$ cat src/rtl/core/assert_macros.svh
// Assertion macros shared by the precompensation RTL.
`ifndef ASSERT_MACROS_SVH
`define ASSERT_MACROS_SVH

`ifndef SYNTH

// Invariant that must hold at every rising clock edge outside reset.
`define FPWP_ASSERT(lbl, clk, rst_n, prop, msg) \
    lbl: assert property (@(posedge clk) disable iff (!rst_n) (prop)) else $error(msg);

// Condition in one cycle that implies a consequence in the next cycle.
`define FPWP_ASSERT_NEXT(lbl, clk, rst_n, ante, cons, msg) \
    lbl: assert property (@(posedge clk) disable iff (!rst_n) (ante) |=> (cons)) else $error(msg);

`else

`define FPWP_ASSERT(lbl, clk, rst_n, prop, msg)
`define FPWP_ASSERT_NEXT(lbl, clk, rst_n, ante, cons, msg)

`endif

`endif

$ cat src/rtl/core/fpwp_pkg.sv
// Package with the shared types and constants of the write precompensation block.
`timescale 1ns / 1ps
`default_nettype none

package fpwp_pkg;

    localparam int PW_W       = 32;
    localparam int CORR_SHIFT = 3;

    // Command queue between the front and the back.
    localparam int QDEPTH = 4;
    localparam int QPTR_W = $clog2(QDEPTH);
    localparam int QCNT_W = $clog2(QDEPTH + 1);

    typedef logic [PW_W-1:0] t_width;

    // Number of pulses held in the window.
    localparam logic [1:0] HELD_NONE = 2'd0;
    localparam logic [1:0] HELD_ONE  = 2'd1;
    localparam logic [1:0] HELD_TWO  = 2'd2;

    // Number of output beats carried by one command.
    localparam logic [1:0] NW_ONE   = 2'd1;
    localparam logic [1:0] NW_TWO   = 2'd2;
    localparam logic [1:0] NW_THREE = 2'd3;

    // One command: up to three finished pulse widths, in output order.
    typedef struct packed {
        logic [1:0] n_words;
        logic       fin;
        t_width     w0;
        t_width     w1;
        t_width     w2;
    } t_cmd;

endpackage

`default_nettype wire

$ cat src/rtl/core/fpwp_stream_if.sv
// Stream interfaces for the pulse input and the compensated pulse output.
`timescale 1ns / 1ps
`default_nettype none

interface fpwp_in_if import fpwp_pkg::*; ();
    logic   valid;
    logic   ready;
    t_width pulse_width;
    logic   is_last;

    modport source (output valid, output pulse_width, output is_last, input ready);
    modport sink   (input valid, input pulse_width, input is_last, output ready);
endinterface

interface fpwp_out_if import fpwp_pkg::*; ();
    logic   valid;
    logic   ready;
    t_width out_width;
    logic   out_last;

    modport source (output valid, output out_width, output out_last, input ready);
    modport sink   (input valid, input out_width, input out_last, output ready);
endinterface

`default_nettype wire

$ cat src/rtl/core/fpwp_front.sv
// Front end: pulse window, precompensation arithmetic and command generation.
`timescale 1ns / 1ps
`default_nettype none
`include "assert_macros.svh"

module fpwp_front import fpwp_pkg::*; (
    input  wire logic   i_clk,
    input  wire logic   i_rst_n,
    input  wire logic   i_valid,
    input  wire t_width i_width,
    input  wire logic   i_last,
    output logic        o_ready,
    input  wire logic   i_cmd_ready,
    output logic        o_push,
    output t_cmd        o_cmd
);

    localparam int CORR_W = PW_W + 1 - CORR_SHIFT;

    logic [1:0]        r_held, n_held;
    t_width            r_older, n_older;
    t_width            r_newer, n_newer;

    logic              accept;
    logic [PW_W:0]     outer;
    logic [PW_W:0]     twice;
    logic [PW_W:0]     diff;
    logic [CORR_W-1:0] corr;
    logic [CORR_W:0]   corr_inc;
    logic              do_adjust;
    t_width            a_adj, b_adj, c_adj;
    logic [PW_W:0]     sum_a, sum_c;

    assign accept  = i_valid && i_cmd_ready;
    assign o_ready = i_cmd_ready;

    // Window arithmetic: a is the older pulse, b the newer, c the incoming one.
    assign outer     = {1'b0, r_older} + {1'b0, i_width};
    assign twice     = {r_newer, 1'b0};
    assign diff      = outer - twice;
    assign corr      = diff[PW_W:CORR_SHIFT];
    assign corr_inc  = {1'b0, corr} + {{CORR_W{1'b0}}, 1'b1};
    assign do_adjust = (twice < outer) && ({{CORR_SHIFT - 1{1'b0}}, corr} < r_newer);

    assign sum_a = {1'b0, r_older} + {{(PW_W + 2 - CORR_W){1'b0}}, corr[CORR_W-1:1]};
    assign sum_c = {1'b0, i_width} + {{(PW_W + 1 - CORR_W){1'b0}}, corr_inc[CORR_W:1]};

    always_comb begin
        if (do_adjust) begin
            a_adj = sum_a[PW_W] ? {PW_W{1'b1}} : sum_a[PW_W-1:0];
            b_adj = r_newer - {{CORR_SHIFT - 1{1'b0}}, corr};
            c_adj = sum_c[PW_W] ? {PW_W{1'b1}} : sum_c[PW_W-1:0];
        end else begin
            a_adj = r_older;
            b_adj = r_newer;
            c_adj = i_width;
        end
    end

    always_comb begin
        n_held  = r_held;
        n_older = r_older;
        n_newer = r_newer;
        o_push  = 1'b0;
        o_cmd   = '0;
        if (accept) begin
            case (r_held)
                HELD_NONE: begin
                    if (i_last) begin
                        o_push        = 1'b1;
                        o_cmd.n_words = NW_ONE;
                        o_cmd.fin     = 1'b1;
                        o_cmd.w0      = i_width;
                    end else begin
                        n_older = i_width;
                        n_held  = HELD_ONE;
                    end
                end
                HELD_ONE: begin
                    if (i_last) begin
                        o_push        = 1'b1;
                        o_cmd.n_words = NW_TWO;
                        o_cmd.fin     = 1'b1;
                        o_cmd.w0      = r_older;
                        o_cmd.w1      = i_width;
                        n_older       = '0;
                        n_held        = HELD_NONE;
                    end else begin
                        n_newer = i_width;
                        n_held  = HELD_TWO;
                    end
                end
                default: begin
                    o_push   = 1'b1;
                    o_cmd.w0 = a_adj;
                    if (i_last) begin
                        o_cmd.n_words = NW_THREE;
                        o_cmd.fin     = 1'b1;
                        o_cmd.w1      = b_adj;
                        o_cmd.w2      = c_adj;
                        n_older       = '0;
                        n_newer       = '0;
                        n_held        = HELD_NONE;
                    end else begin
                        o_cmd.n_words = NW_ONE;
                        n_older       = b_adj;
                        n_newer       = c_adj;
                        n_held        = HELD_TWO;
                    end
                end
            endcase
        end
    end

    always_ff @(posedge i_clk) begin
        if (!i_rst_n) begin
            r_held  <= HELD_NONE;
            r_older <= '0;
            r_newer <= '0;
        end else begin
            r_held  <= n_held;
            r_older <= n_older;
            r_newer <= n_newer;
        end
    end

    `FPWP_ASSERT_NEXT(a_last_flushes, i_clk, i_rst_n, accept && i_last, r_held == HELD_NONE, "window not empty after last pulse")

endmodule

`default_nettype wire

$ cat src/rtl/core/fpwp_queue.sv
// Short command queue between the front end and the output sequencer.
`timescale 1ns / 1ps
`default_nettype none
`include "assert_macros.svh"

module fpwp_queue import fpwp_pkg::*; (
    input  wire logic i_clk,
    input  wire logic i_rst_n,
    input  wire logic i_push,
    input  wire t_cmd i_cmd,
    output logic      o_full,
    input  wire logic i_pop,
    output logic      o_valid,
    output t_cmd      o_head
);

    t_cmd              r_mem [QDEPTH];
    logic [QPTR_W-1:0] r_wr_ptr;
    logic [QPTR_W-1:0] r_rd_ptr;
    logic [QCNT_W-1:0] r_count;
    logic              do_push, do_pop;

    assign o_full  = (r_count == QCNT_W'(QDEPTH));
    assign o_valid = (r_count != '0);
    assign o_head  = r_mem[r_rd_ptr];
    assign do_push = i_push && !o_full;
    assign do_pop  = i_pop && o_valid;

    always_ff @(posedge i_clk) begin
        if (do_push) begin
            r_mem[r_wr_ptr] <= i_cmd;
        end
    end

    always_ff @(posedge i_clk) begin
        if (!i_rst_n) begin
            r_wr_ptr <= '0;
            r_rd_ptr <= '0;
            r_count  <= '0;
        end else begin
            if (do_push) begin
                r_wr_ptr <= r_wr_ptr + QPTR_W'(1);
            end
            if (do_pop) begin
                r_rd_ptr <= r_rd_ptr + QPTR_W'(1);
            end
            case ({do_push, do_pop})
                2'b10:   r_count <= r_count + QCNT_W'(1);
                2'b01:   r_count <= r_count - QCNT_W'(1);
                default: r_count <= r_count;
            endcase
        end
    end

    `FPWP_ASSERT(a_count_bound, i_clk, i_rst_n, r_count <= QCNT_W'(QDEPTH), "queue count overflow")
    `FPWP_ASSERT(a_ptr_track, i_clk, i_rst_n, r_wr_ptr == QPTR_W'(r_rd_ptr + r_count), "queue pointers and count disagree")

endmodule

`default_nettype wire

$ cat src/rtl/core/fpwp_back.sv
// Back end: plays out each queued command as one to three output beats.
`timescale 1ns / 1ps
`default_nettype none
`include "assert_macros.svh"

module fpwp_back import fpwp_pkg::*; (
    input  wire logic   i_clk,
    input  wire logic   i_rst_n,
    input  wire logic   i_head_valid,
    input  wire t_cmd   i_head,
    output logic        o_pop,
    output logic        o_valid,
    input  wire logic   i_ready,
    output t_width      o_width,
    output logic        o_last
);

    logic [1:0] r_beat;
    logic       final_beat;
    logic       accept;

    assign final_beat = (r_beat == (i_head.n_words - 2'd1));
    assign accept     = o_valid && i_ready;
    assign o_valid    = i_head_valid;
    assign o_last     = i_head.fin && final_beat;
    assign o_pop      = accept && final_beat;

    always_comb begin
        case (r_beat)
            2'd0:    o_width = i_head.w0;
            2'd1:    o_width = i_head.w1;
            default: o_width = i_head.w2;
        endcase
    end

    always_ff @(posedge i_clk) begin
        if (!i_rst_n) begin
            r_beat <= '0;
        end else if (o_pop) begin
            r_beat <= '0;
        end else if (accept) begin
            r_beat <= r_beat + 2'd1;
        end
    end

    `FPWP_ASSERT(a_beat_in_cmd, i_clk, i_rst_n, !i_head_valid || (r_beat < i_head.n_words), "beat index past end of command")
    `FPWP_ASSERT(a_beat_idle, i_clk, i_rst_n, i_head_valid || (r_beat == 2'd0), "beat index left over with empty queue")

endmodule

`default_nettype wire

$ cat src/rtl/core/flux_pulse_write_precomp.sv
// Top level of the flux pulse write precompensation block.
`timescale 1ns / 1ps
`default_nettype none

//  Port     | Dir | Beat payload               | Meaning
//  ---------+-----+----------------------------+------------------------------------
//  i_pulse  | in  | pulse_width[31:0], is_last | raw flux pulse width, end of track
//  o_comp   | out | out_width[31:0], out_last  | compensated width, end of track
//
// An input beat is taken every cycle while the command queue has room; the window
// arithmetic (wide adds, compares, subtracts and a shift) closes in that same cycle.
// Results leave one beat per cycle while o_comp is ready, registered in the queue first,
// so a steady stream runs at one pulse per cycle; a track end produces up to three beats.
// A four-entry command queue decouples the two sides, so either can stall alone.
// Reset (synchronous, active low) empties the window, the queue and the beat counter.

module flux_pulse_write_precomp import fpwp_pkg::*; (
    input  wire logic  i_clk,
    input  wire logic  i_rst_n,
    fpwp_in_if.sink    i_pulse,
    fpwp_out_if.source o_comp
);

    logic q_full;
    logic q_push;
    t_cmd q_cmd;
    logic q_valid;
    t_cmd q_head;
    logic q_pop;

    // Front end: holds the two-pulse window and builds commands from the accepted beats.
    fpwp_front u_front (
        .i_clk       (i_clk),
        .i_rst_n     (i_rst_n),
        .i_valid     (i_pulse.valid),
        .i_width     (i_pulse.pulse_width),
        .i_last      (i_pulse.is_last),
        .o_ready     (i_pulse.ready),
        .i_cmd_ready (!q_full),
        .o_push      (q_push),
        .o_cmd       (q_cmd)
    );

    // Commands carry finished widths, so the queue is the only coupling.
    fpwp_queue u_queue (
        .i_clk   (i_clk),
        .i_rst_n (i_rst_n),
        .i_push  (q_push),
        .i_cmd   (q_cmd),
        .o_full  (q_full),
        .i_pop   (q_pop),
        .o_valid (q_valid),
        .o_head  (q_head)
    );

    // Back end: serializes each command onto the output channel.
    fpwp_back u_back (
        .i_clk        (i_clk),
        .i_rst_n      (i_rst_n),
        .i_head_valid (q_valid),
        .i_head       (q_head),
        .o_pop        (q_pop),
        .o_valid      (o_comp.valid),
        .i_ready      (o_comp.ready),
        .o_width      (o_comp.out_width),
        .o_last       (o_comp.out_last)
    );

endmodule

`default_nettype wire

$ cat src/flat_wrapper.sv
// flat-port wrapper written by rule: the top's interface ports become plain ports
module flux_pulse_write_precomp_flat import fpwp_pkg::*;
  (i_clk, i_rst_n, i_pulse_valid, i_pulse_pulse_width, i_pulse_is_last, i_pulse_ready, o_comp_valid, o_comp_out_width, o_comp_out_last, o_comp_ready);
  fpwp_in_if i_pulse_i ();
  fpwp_out_if o_comp_i ();
  input  wire logic i_clk;
  input  wire logic i_rst_n;
  input wire logic [$bits(i_pulse_i.valid)-1:0] i_pulse_valid;
  input wire logic [$bits(i_pulse_i.pulse_width)-1:0] i_pulse_pulse_width;
  input wire logic [$bits(i_pulse_i.is_last)-1:0] i_pulse_is_last;
  output wire logic [$bits(i_pulse_i.ready)-1:0] i_pulse_ready;
  output wire logic [$bits(o_comp_i.valid)-1:0] o_comp_valid;
  output wire logic [$bits(o_comp_i.out_width)-1:0] o_comp_out_width;
  output wire logic [$bits(o_comp_i.out_last)-1:0] o_comp_out_last;
  input wire logic [$bits(o_comp_i.ready)-1:0] o_comp_ready;
  assign i_pulse_i.valid = i_pulse_valid;
  assign i_pulse_i.pulse_width = i_pulse_pulse_width;
  assign i_pulse_i.is_last = i_pulse_is_last;
  assign i_pulse_ready = i_pulse_i.ready;
  assign o_comp_valid = o_comp_i.valid;
  assign o_comp_out_width = o_comp_i.out_width;
  assign o_comp_out_last = o_comp_i.out_last;
  assign o_comp_i.ready = o_comp_ready;
  flux_pulse_write_precomp u_core (.i_clk(i_clk), .i_rst_n(i_rst_n), .i_pulse(i_pulse_i), .o_comp(o_comp_i));
endmodule
$ cat config.mk
export PLATFORM = sky130hd
export DESIGN_NAME = flux_pulse_write_precomp_flat
export DESIGN_NICKNAME = d
export VERILOG_FILES = /design/src/rtl/core/fpwp_pkg.sv /design/src/rtl/core/fpwp_stream_if.sv /design/src/rtl/core/fpwp_front.sv /design/src/rtl/core/fpwp_queue.sv /design/src/rtl/core/fpwp_back.sv /design/src/rtl/core/flux_pulse_write_precomp.sv /design/src/flat_wrapper.sv
export VERILOG_INCLUDE_DIRS = /design/src /design/src/rtl/core
export SDC_FILE = /design/constraint.sdc
export NUM_CORES = 1
export LEC_CHECK = 0
export BUFFER_PORTS_ARGS = -buffer_cell sky130_fd_sc_hd__buf_2
export CELL_PAD_IN_SITES_DETAIL_PLACEMENT = 0
export CELL_PAD_IN_SITES_GLOBAL_PLACEMENT = 1
export CORE_ASPECT_RATIO = 1.75
export CORE_MARGIN = 2
export CORE_UTILIZATION = 55
export CTS_CLUSTER_DIAMETER = 30
export DETAILED_ROUTE_END_ITERATION = 7
export PLACE_DENSITY_LB_ADDON = 0.1
export SETUP_SLACK_MARGIN = 0.1
export SLEW_MARGIN = 25
export SYNTH_ARGS = -nofsm -noshare
export SYNTH_HDL_FRONTEND = slang
export SYNTH_SLANG_ARGS = --single-unit
$ cat constraint.sdc
create_clock -name i_clk -period 22.8 [get_ports i_clk]
set_clock_uncertainty 0.15 [all_clocks]
set_input_delay 4.56 -clock i_clk [delete_from_list [all_inputs] [get_ports i_clk]]
set_output_delay 4.56 -clock i_clk [all_outputs]
set_load 0.05 [all_outputs]
==> results.json, run 1 <==
{
  "critical_path.endpoint": "u_core.u_queue.r_mem[3][60]",
  "syn_inst": 2678,
  "place_congestion": 1.01,
  "yosysMostFrequentCell": "edfxtp_1",
  "cts_sinks": 473,
  "ios": 72,
  "yosys_warnings": 0,
  "yosys_register_bits": 473,
  "vdd_drop_max_mv": 0.0597,
  "diodes": 0,
  "viasPerCell": 6.64,
  "p_per_area_nw_per_um2": 91.0,
  "setup_viol_count_final": 0,
  "p_comb_frac": 0.394,
  "final_area_um2": 31700,
  "clk_path_buf_depth": 3,
  "ys_seq_area_frac": 0.460,
  "dp_hpwl_mm": 67.8,
  "die_area_um2": 55100,
  "cts_hold_buf": 0,
  "grtUsageTotal": 0.342,
  "ant_nets": 0,
  "crit_required_ns": 22.95,
  "synth_edf_count": 396,
  "finalMaxSlewViolations": 0,
  "syn_nets": 2883,
  "path_clk_slew_ns": 0.07,
  "mappedNetlistArea_um2": 29200,
  "cts-root-buf": "clkbuf_16",
  "nNetsFinal": 2902,
  "regToRegStartpoint": "u_core.u_front.r_older[0]",
  "grt-ovfl-total": 0,
  "hold_viol_final": 0,
  "yosys.cell_types.count": 98,
  "via_count": 22700,
  "numCtsBuffers": 45,
  "max_freq_mhz": 68.9,
  "grt_max_degree": 67,
  "yosys-top-cells-area": "edfxtp_1 (41%), mux4_2 (7.6%), ha_1 (7.0%)",
  "drtIter0Drc": 2411,
  "final_util": 0.604,
  "cts_resized": 0,
  "hold_start": "u_core.u_back.r_beat[1]",
  "switching_share": 0.381,
  "drt_wl_total_mm": 93.6,
  "die_w_um": 178,
  "drive_gt1_frac": 0.145,
  "portBuffers": 71,
  "cp_slowest_cell": "buf_4",
  "dominantRegCellSynth": "edfxtp_1",
  "path_max_fanout": 52,
  "yosysTopAreaCellShare": 0.407,
  "synthTopCellsByCount": "edfxtp_1 (396), nand2_1 (291), a21oi_1 (260)",
  "min_path_type": "register to register",
  "grt_antenna_before_repair": 1,
  "drv_cap": 0,
  "critPathMaxStageDelay_ns": 0.66,
  "period_needed_ns": 14.51,
  "worst-r2r-setup-slack_ns": 11.95,
  "start_util": 0.557,
  "clkPwrFrac": 0.269,
  "tritoncts": "done",
  "h-tree-depth": 2,
  "core_um2": 52500,
  "critical_path_class": "input pin to register",
  "max_slew_margin": 0.283,
  "clkLatencyLatePin_ns": 0.59,
  "preCtsSetupSlack_ns": 7.90,
  "async_reset_ff_frac": 0,
  "grt_pass1_vias": 22400,
  "p_int_mw": 1.79,
  "cp.arrival_ns": 14.66,
  "drc_errors": 0,
  "period_share": 0.637,
  "cts_setup_buffers": 0,
  "setup_ws_ns": 8.29,
  "grt_pass1_wl_mm": 139,
  "rows": 111,
  "r2r_end": "u_core.u_queue.r_mem[3][60]",
  "die_h_um": 309,
  "dr.pass1.iters": 6,
  "outcome": "finished, final reports clean",
  "pwr-share-seq": 0.337,
  "setup-tns-final_ns": 0,
  "startpoint": "i_pulse_pulse_width[0]",
  "rsz0062_at_grt": "no",
  "dpl_cell_area_um2": 30200,
  "net-switching-power_mw": 1.10,
  "rr_worst_depth": 35,
  "tightest_slew_ns": 1.07,
  "wl_per_cell_um": 27.5,
  "syn_area_per_cell_um2": 10.9,
  "setup.worst_path.end_class": "register",
  "worstSetupStartpointType": "input pin",
  "area_delta_synth_final_pct": 8.59,
  "synth_top_area_cell": "edfxtp_1",
  "leakagePower_nw": 11.6
}
[state kept, by name, indices dropped and copies added, names as in the netlist, named ones only]
| signal | cells |
|---|---|
| u_core.u_queue.r_mem | 396 |
| u_core.u_front.r_newer | 32 |
| u_core.u_front.r_older | 32 |
| u_core.u_queue.r_count | 3 |
| u_core.u_back.r_beat | 2 |
| u_core.u_front.r_held | 2 |
| u_core.u_queue.r_rd_ptr | 2 |
| u_core.u_queue.r_wr_ptr | 2 |
[worst min-delay path by stage]
stage                               to  cells past startpoint  slack, ns
2_1_floorplan  u_core.u_back.r_beat[1]                      2       0.28
5_1_grt        u_core.u_back.r_beat[1]                      2       0.34
3_3_place_gp   u_core.u_back.r_beat[1]                      2       0.29
3_5_place_dp   u_core.u_back.r_beat[1]                      2       0.30
4_1_cts        u_core.u_back.r_beat[1]                      2       0.31
6_report       u_core.u_back.r_beat[1]                      2       0.31
[per-stage QoR]
step	total power, mW	std cells	hold WS, ns
after floorplan	1.79	2678	0.282
final	2.89	3409	0.306
after global placement	2.09	3326	0.292
after detailed placement	2.10	3327	0.298
after CTS	2.87	3408	0.307
after global routing	3.01	3409	0.338
[logic make-up (layout without fill, tap and decap cells)]
group | Yosys count | in the layout | share of synthesized area
compound gates | 748 | 748 | 0.171
xor+xnor | 165 | 165 | 0.0497
fa+ha+maj | 170 | 170 | 0.0740
buf+inv | 253 | 306 | 0.0350
flops | 473 | 473 | 0.460
mux | 156 | 156 | 0.0971
simple gates | 713 | 713 | 0.113
[power groups by stage]
stage          combinational [mW]  clock (mW)  sequential, mW
3_5_place_dp                 1.11           0           0.992
5_1_grt                      1.23       0.809           0.975
2_1_floorplan               0.809           0           0.983
6_report                     1.14       0.777           0.974
4_1_cts                      1.12       0.782           0.973
3_3_place_gp                 1.10           0           0.991
[worst max-delay path: cells and delay by family]
| kind | cells | cell delay (ns) |
|---|---|---|
| compound gates | 15 | 4.07 |
| xor+xnor | 2 | 0.60 |
| fa+ha+maj | 4 | 1.42 |
| buf+inv | 5 | 1.24 |
| simple gates | 10 | 2.64 |
[metal layers]
| layer | wire length, um | track usage | up-vias |
|---|---|---|---|
| met3 | 6600 | 0.0355 | 199 |
| met5 | 0 | 0 | - |
| li1 | - | - | 10200 |
| met2 | 45700 | 0.566 | 1049 |
| met1 | 37100 | 0.457 | 11200 |
| met4 | 4260 | 0.148 | 0 |
[placed cells by master, fill, tap and decap left out, types with 8 or more instances in the layout]
master / n
edfxtp_1: 396
nand2_1: 289
a21oi_1: 260
nor2_1: 165
ha_1: 163
o21ai_0: 123
inv_1: 119
xnor2_1: 115
mux4_2: 99
a21o_1: 73
dfxtp_1: 73
buf_2: 71
xor2_1: 49
clkbuf_16: 47
o22ai_1: 46
nand3_1: 43
nor3_1: 41
a22oi_1: 32
buf_4: 32
mux2_2: 31
and3_1: 30
nand4_1: 30
a311oi_2: 28
mux2i_1: 26
o21a_1: 21
a211oi_1: 19
a31oi_1: 17
nand2b_1: 16
or3_1: 15
nor2b_1: 15
o21bai_1: 14
o211ai_1: 12
o31ai_1: 10
nor4_1: 9
a221oi_1: 8
[cell type report]
cell class                      instances  area (um^2)
Clock inverter                         30          342
Sequential cell                       473        13400
Timing Repair Buffer                  105          636
Inverter                              120          450
Fill cell                            4290        20800
Multi-Input combinational cell       1952        14800
Clock buffer                           51         1190
Tap cell                              678          848
Power figures use the tool's default switching activity.
==> inputs of run 2 (changes only) <==
- ABC_AREA: unset -> 1
- CORE_UTILIZATION: 55 -> 44
- clock period: 22.8 -> 13 ns (I/O delays scaled with it)
==> run 2 against run 1 <==
Effect of this change:
- global-route usage down 2.2 points
- combinational power rose to 3.1 times the previous value
- synthesized cell count up 44%
- sequential share of layout area down 2.4 points
- critical path type unchanged
- cell count up 41%
- critical endpoint is now u_core.u_queue.r_mem[3][16]
- worst setup slack worse by 7.5 ns
- worst hold slack better by 0.029 ns
- register-to-register slack worse by 9.5 ns
- utilization down 11 points
- die area up 30%
==> results.json, run 2 <==
{
  "leakagePower_nw": 14.4,
  "diodes": 0,
  "regArea_um2": 13400,
  "die_w_um": 203,
  "drtIter0Drc": 2615,
  "async_reset_ff_frac": 0,
  "cts_hold_buf": 0,
  "tightest_slew_ns": 1.03,
  "yosysTopAreaCellShare": 0.389,
  "path_clk_slew_ns": 0.07,
  "cts_setup_buffers": 0,
  "start_util": 0.445,
  "dr.pass1.iters": 6,
  "yosys.cell_types.count": 50,
  "h-tree-depth": 2,
  "worstSetupStartpointType": "input pin",
  "critPathMaxStageDelay_ns": 0.81,
  "cp_slowest_cell": "o21ai_0",
  "outcome": "finished, final reports clean",
  "fill_cells": 6753,
  "synth_top_family_by_area": "simple AND/OR/NAND/NOR gates",
  "grt_max_degree": 132,
  "critical_path_class": "input pin to register",
  "path_common_cell": "nand2_1",
  "dp_hpwl_mm": 89.7,
  "finalMaxSlewViolations": 0,
  "grt_pass1_vias": 27500,
  "path_max_fanout": 30,
  "rsz0062_at_grt": "no",
  "switching_share": 0.468,
  "dominantRegCellSynth": "edfxtp_1",
  "synth_top_area_cell": "edfxtp_1",
  "max_slew_margin": 0.307,
  "period_needed_ns": 12.25,
  "setup_viol_count_final": 0,
  "synth.area.mux_share": 0,
  "place_congestion": 1.06,
  "die_area_um2": 71600,
  "grtUsageTotal": 0.320,
  "via_count": 28000,
  "drt_wl_total_mm": 117,
  "ys_seq_area_frac": 0.440,
  "period_share": 0.942,
  "vdd_drop_max_mv": 0.109,
  "syn_nets": 4058,
  "grt_pass1_wl_mm": 171,
  "core_um2": 68600,
  "die_h_um": 353,
  "yosys_warnings": 0,
  "tritoncts": "done",
  "drv_cap": 0,
  "p_per_area_nw_per_um2": 197,
  "pwr-share-seq": 0.260,
  "ant_nets": 0,
  "viasPerCell": 5.80,
  "cts_resized": 0,
  "final_util": 0.490,
  "final_common_cell": "nand2_1",
  "numCtsBuffers": 46,
  "max_freq_mhz": 81.6,
  "largestRegisters": "u_core.u_queue.r_mem (396), u_core.u_front.r_newer (32), u_core.u_front.r_older (32)",
  "wl_per_cell_um": 24.2,
  "setup-tns-final_ns": 0,
  "synth_compound_area_frac": 0.166,
  "setup.worst_path.end_class": "register",
  "area_delta_synth_final_pct": 10.2,
  "cts-root-buf": "clkbuf_16",
  "synthAdderAreaFrac": 0.0701,
  "layout_common_cells": "nand2_1 (801), nor2_1 (472), edfxtp_1 (396)",
  "portBuffers": 71,
  "yosys-top-cells-area": "edfxtp_1 (39%), nand2_1 (9.9%), ha_1 (6.7%)",
  "mappedNetlistArea_um2": 30500,
  "cts_sinks": 473,
  "synth_xor_area_frac": 0.0412,
  "ios": 72,
  "syn_inst": 3853,
  "drc_errors": 0,
  "regMostFlops": "u_core.u_queue.r_mem",
  "hold_viol_final": 0,
  "clkLatencyLatePin_ns": 0.59,
  "p_comb_frac": 0.526,
  "multi_input_comb_area_um2": 15200,
  "synth-simple-area-share": 0.217,
  "drive_gt1_frac": 0.0684,
  "synth_edf_count": 396,
  "cp.arrival_ns": 12.46,
  "syn_area_per_cell_um2": 7.93,
  "largest_reg_flops": 396,
  "grt_antenna_before_repair": 1,
  "yosys_register_bits": 473,
  "p_int_mw": 3.53,
  "rows": 127,
  "yosysMostFrequentCell": "nand2_1",
  "nNetsFinal": 4087,
  "grt-ovfl-total": 0,
  "clkPwrFrac": 0.214,
  "clk_path_buf_depth": 3,
  "finalPower_mw": 6.64,
  "net-switching-power_mw": 3.11,
  "min_path_type": "register to register",
  "crit_required_ns": 13.21,
  "synthTopCellsByCount": "nand2_1 (802), nor2_1 (485), edfxtp_1 (396)"
}
==> run 2: cell types whose count changed after synthesis, sizes merged, moves of 61 or more <==
| cell | before | now |
|---|---|---|
| a21o | 73 | 10 |
| inv | 120 | 351 |
| mux4 | 99 | 0 |
| nand2 | 293 | 806 |
| nand3 | 45 | 227 |
| nor2 | 169 | 487 |
| o21ai | 129 | 412 |
| xnor2 | 116 | 55 |
==> run 2: logic make-up (layout without fill, tap and decap cells) <==
family	count (synthesis)	after routing
fa+ha+maj	168	168
xor+xnor	142	142
buf+inv	513	579
compound gates	937	937
flops	473	473
simple gates	1620	1620
==> run 2: critical path: cells and delay by family <==
kind | cells | cell delay, ns
compound gates | 7 | 2.57
buf+inv | 6 | 0.92
xor+xnor | 1 | 0.13
fa+ha+maj | 3 | 1.24
simple gates | 24 | 4.95
==> run 2: path summary, 6_finish.rpt <==
check,slack (ns),to,start,depth (start not counted)
worst min register to register,0.34,u_core.u_queue.r_count[0],u_core.u_queue.r_count[0],1
worst min-delay path,0.34,u_core.u_queue.r_count[0],u_core.u_queue.r_count[0],1
worst max-delay path,0.75,u_core.u_queue.r_mem[3][16],i_pulse_pulse_width[1],41
worst max register to register,2.47,u_core.u_queue.r_mem[3][16],u_core.u_front.r_older[0],41
==> run 2: power groups by stage <==
stage	logic (mW)	clock network [mW]	registers, mW
after detailed placement	3.42	0	1.76
after global routing	3.78	1.49	1.73
after floorplan	2.35	0	1.74
final	3.49	1.42	1.73
after CTS	3.43	1.44	1.73
after global placement	3.42	0	1.76
==> run 2: final cells by class <==
| type | instances | area share |
|---|---|---|
| Timing Repair Buffer | 141 | 0.0271 |
| Sequential cell | 473 | 0.399 |
| Clock inverter | 30 | 0.0113 |
| Multi-Input combinational cell | 2867 | 0.452 |
| Inverter | 353 | 0.0395 |
| Tap cell | 903 | 0.0336 |
| Clock buffer | 55 | 0.0370 |
==> run 2: per-stage QoR <==
stage	setup slack, ns	cell area, um^2	hold WS, ns	cells
floorplan	4.01	30500	0.272	3853
global placement	0.173	32000	0.286	4736
detailed placement	0.105	32000	0.323	4736
CTS	0.686	33600	0.339	4821
global route	0.200	33600	0.360	4822
finish	0.750	33600	0.335	4822
==> run 2: metal layers <==
metal	vias to the layer above	track usage	share of wire
met5	-	0	0
met4	0	0.194	0.069
met3	237	0.0313	0.056
met2	1128	0.556	0.49
met1	13300	0.378	0.38
li1	13300	-	-
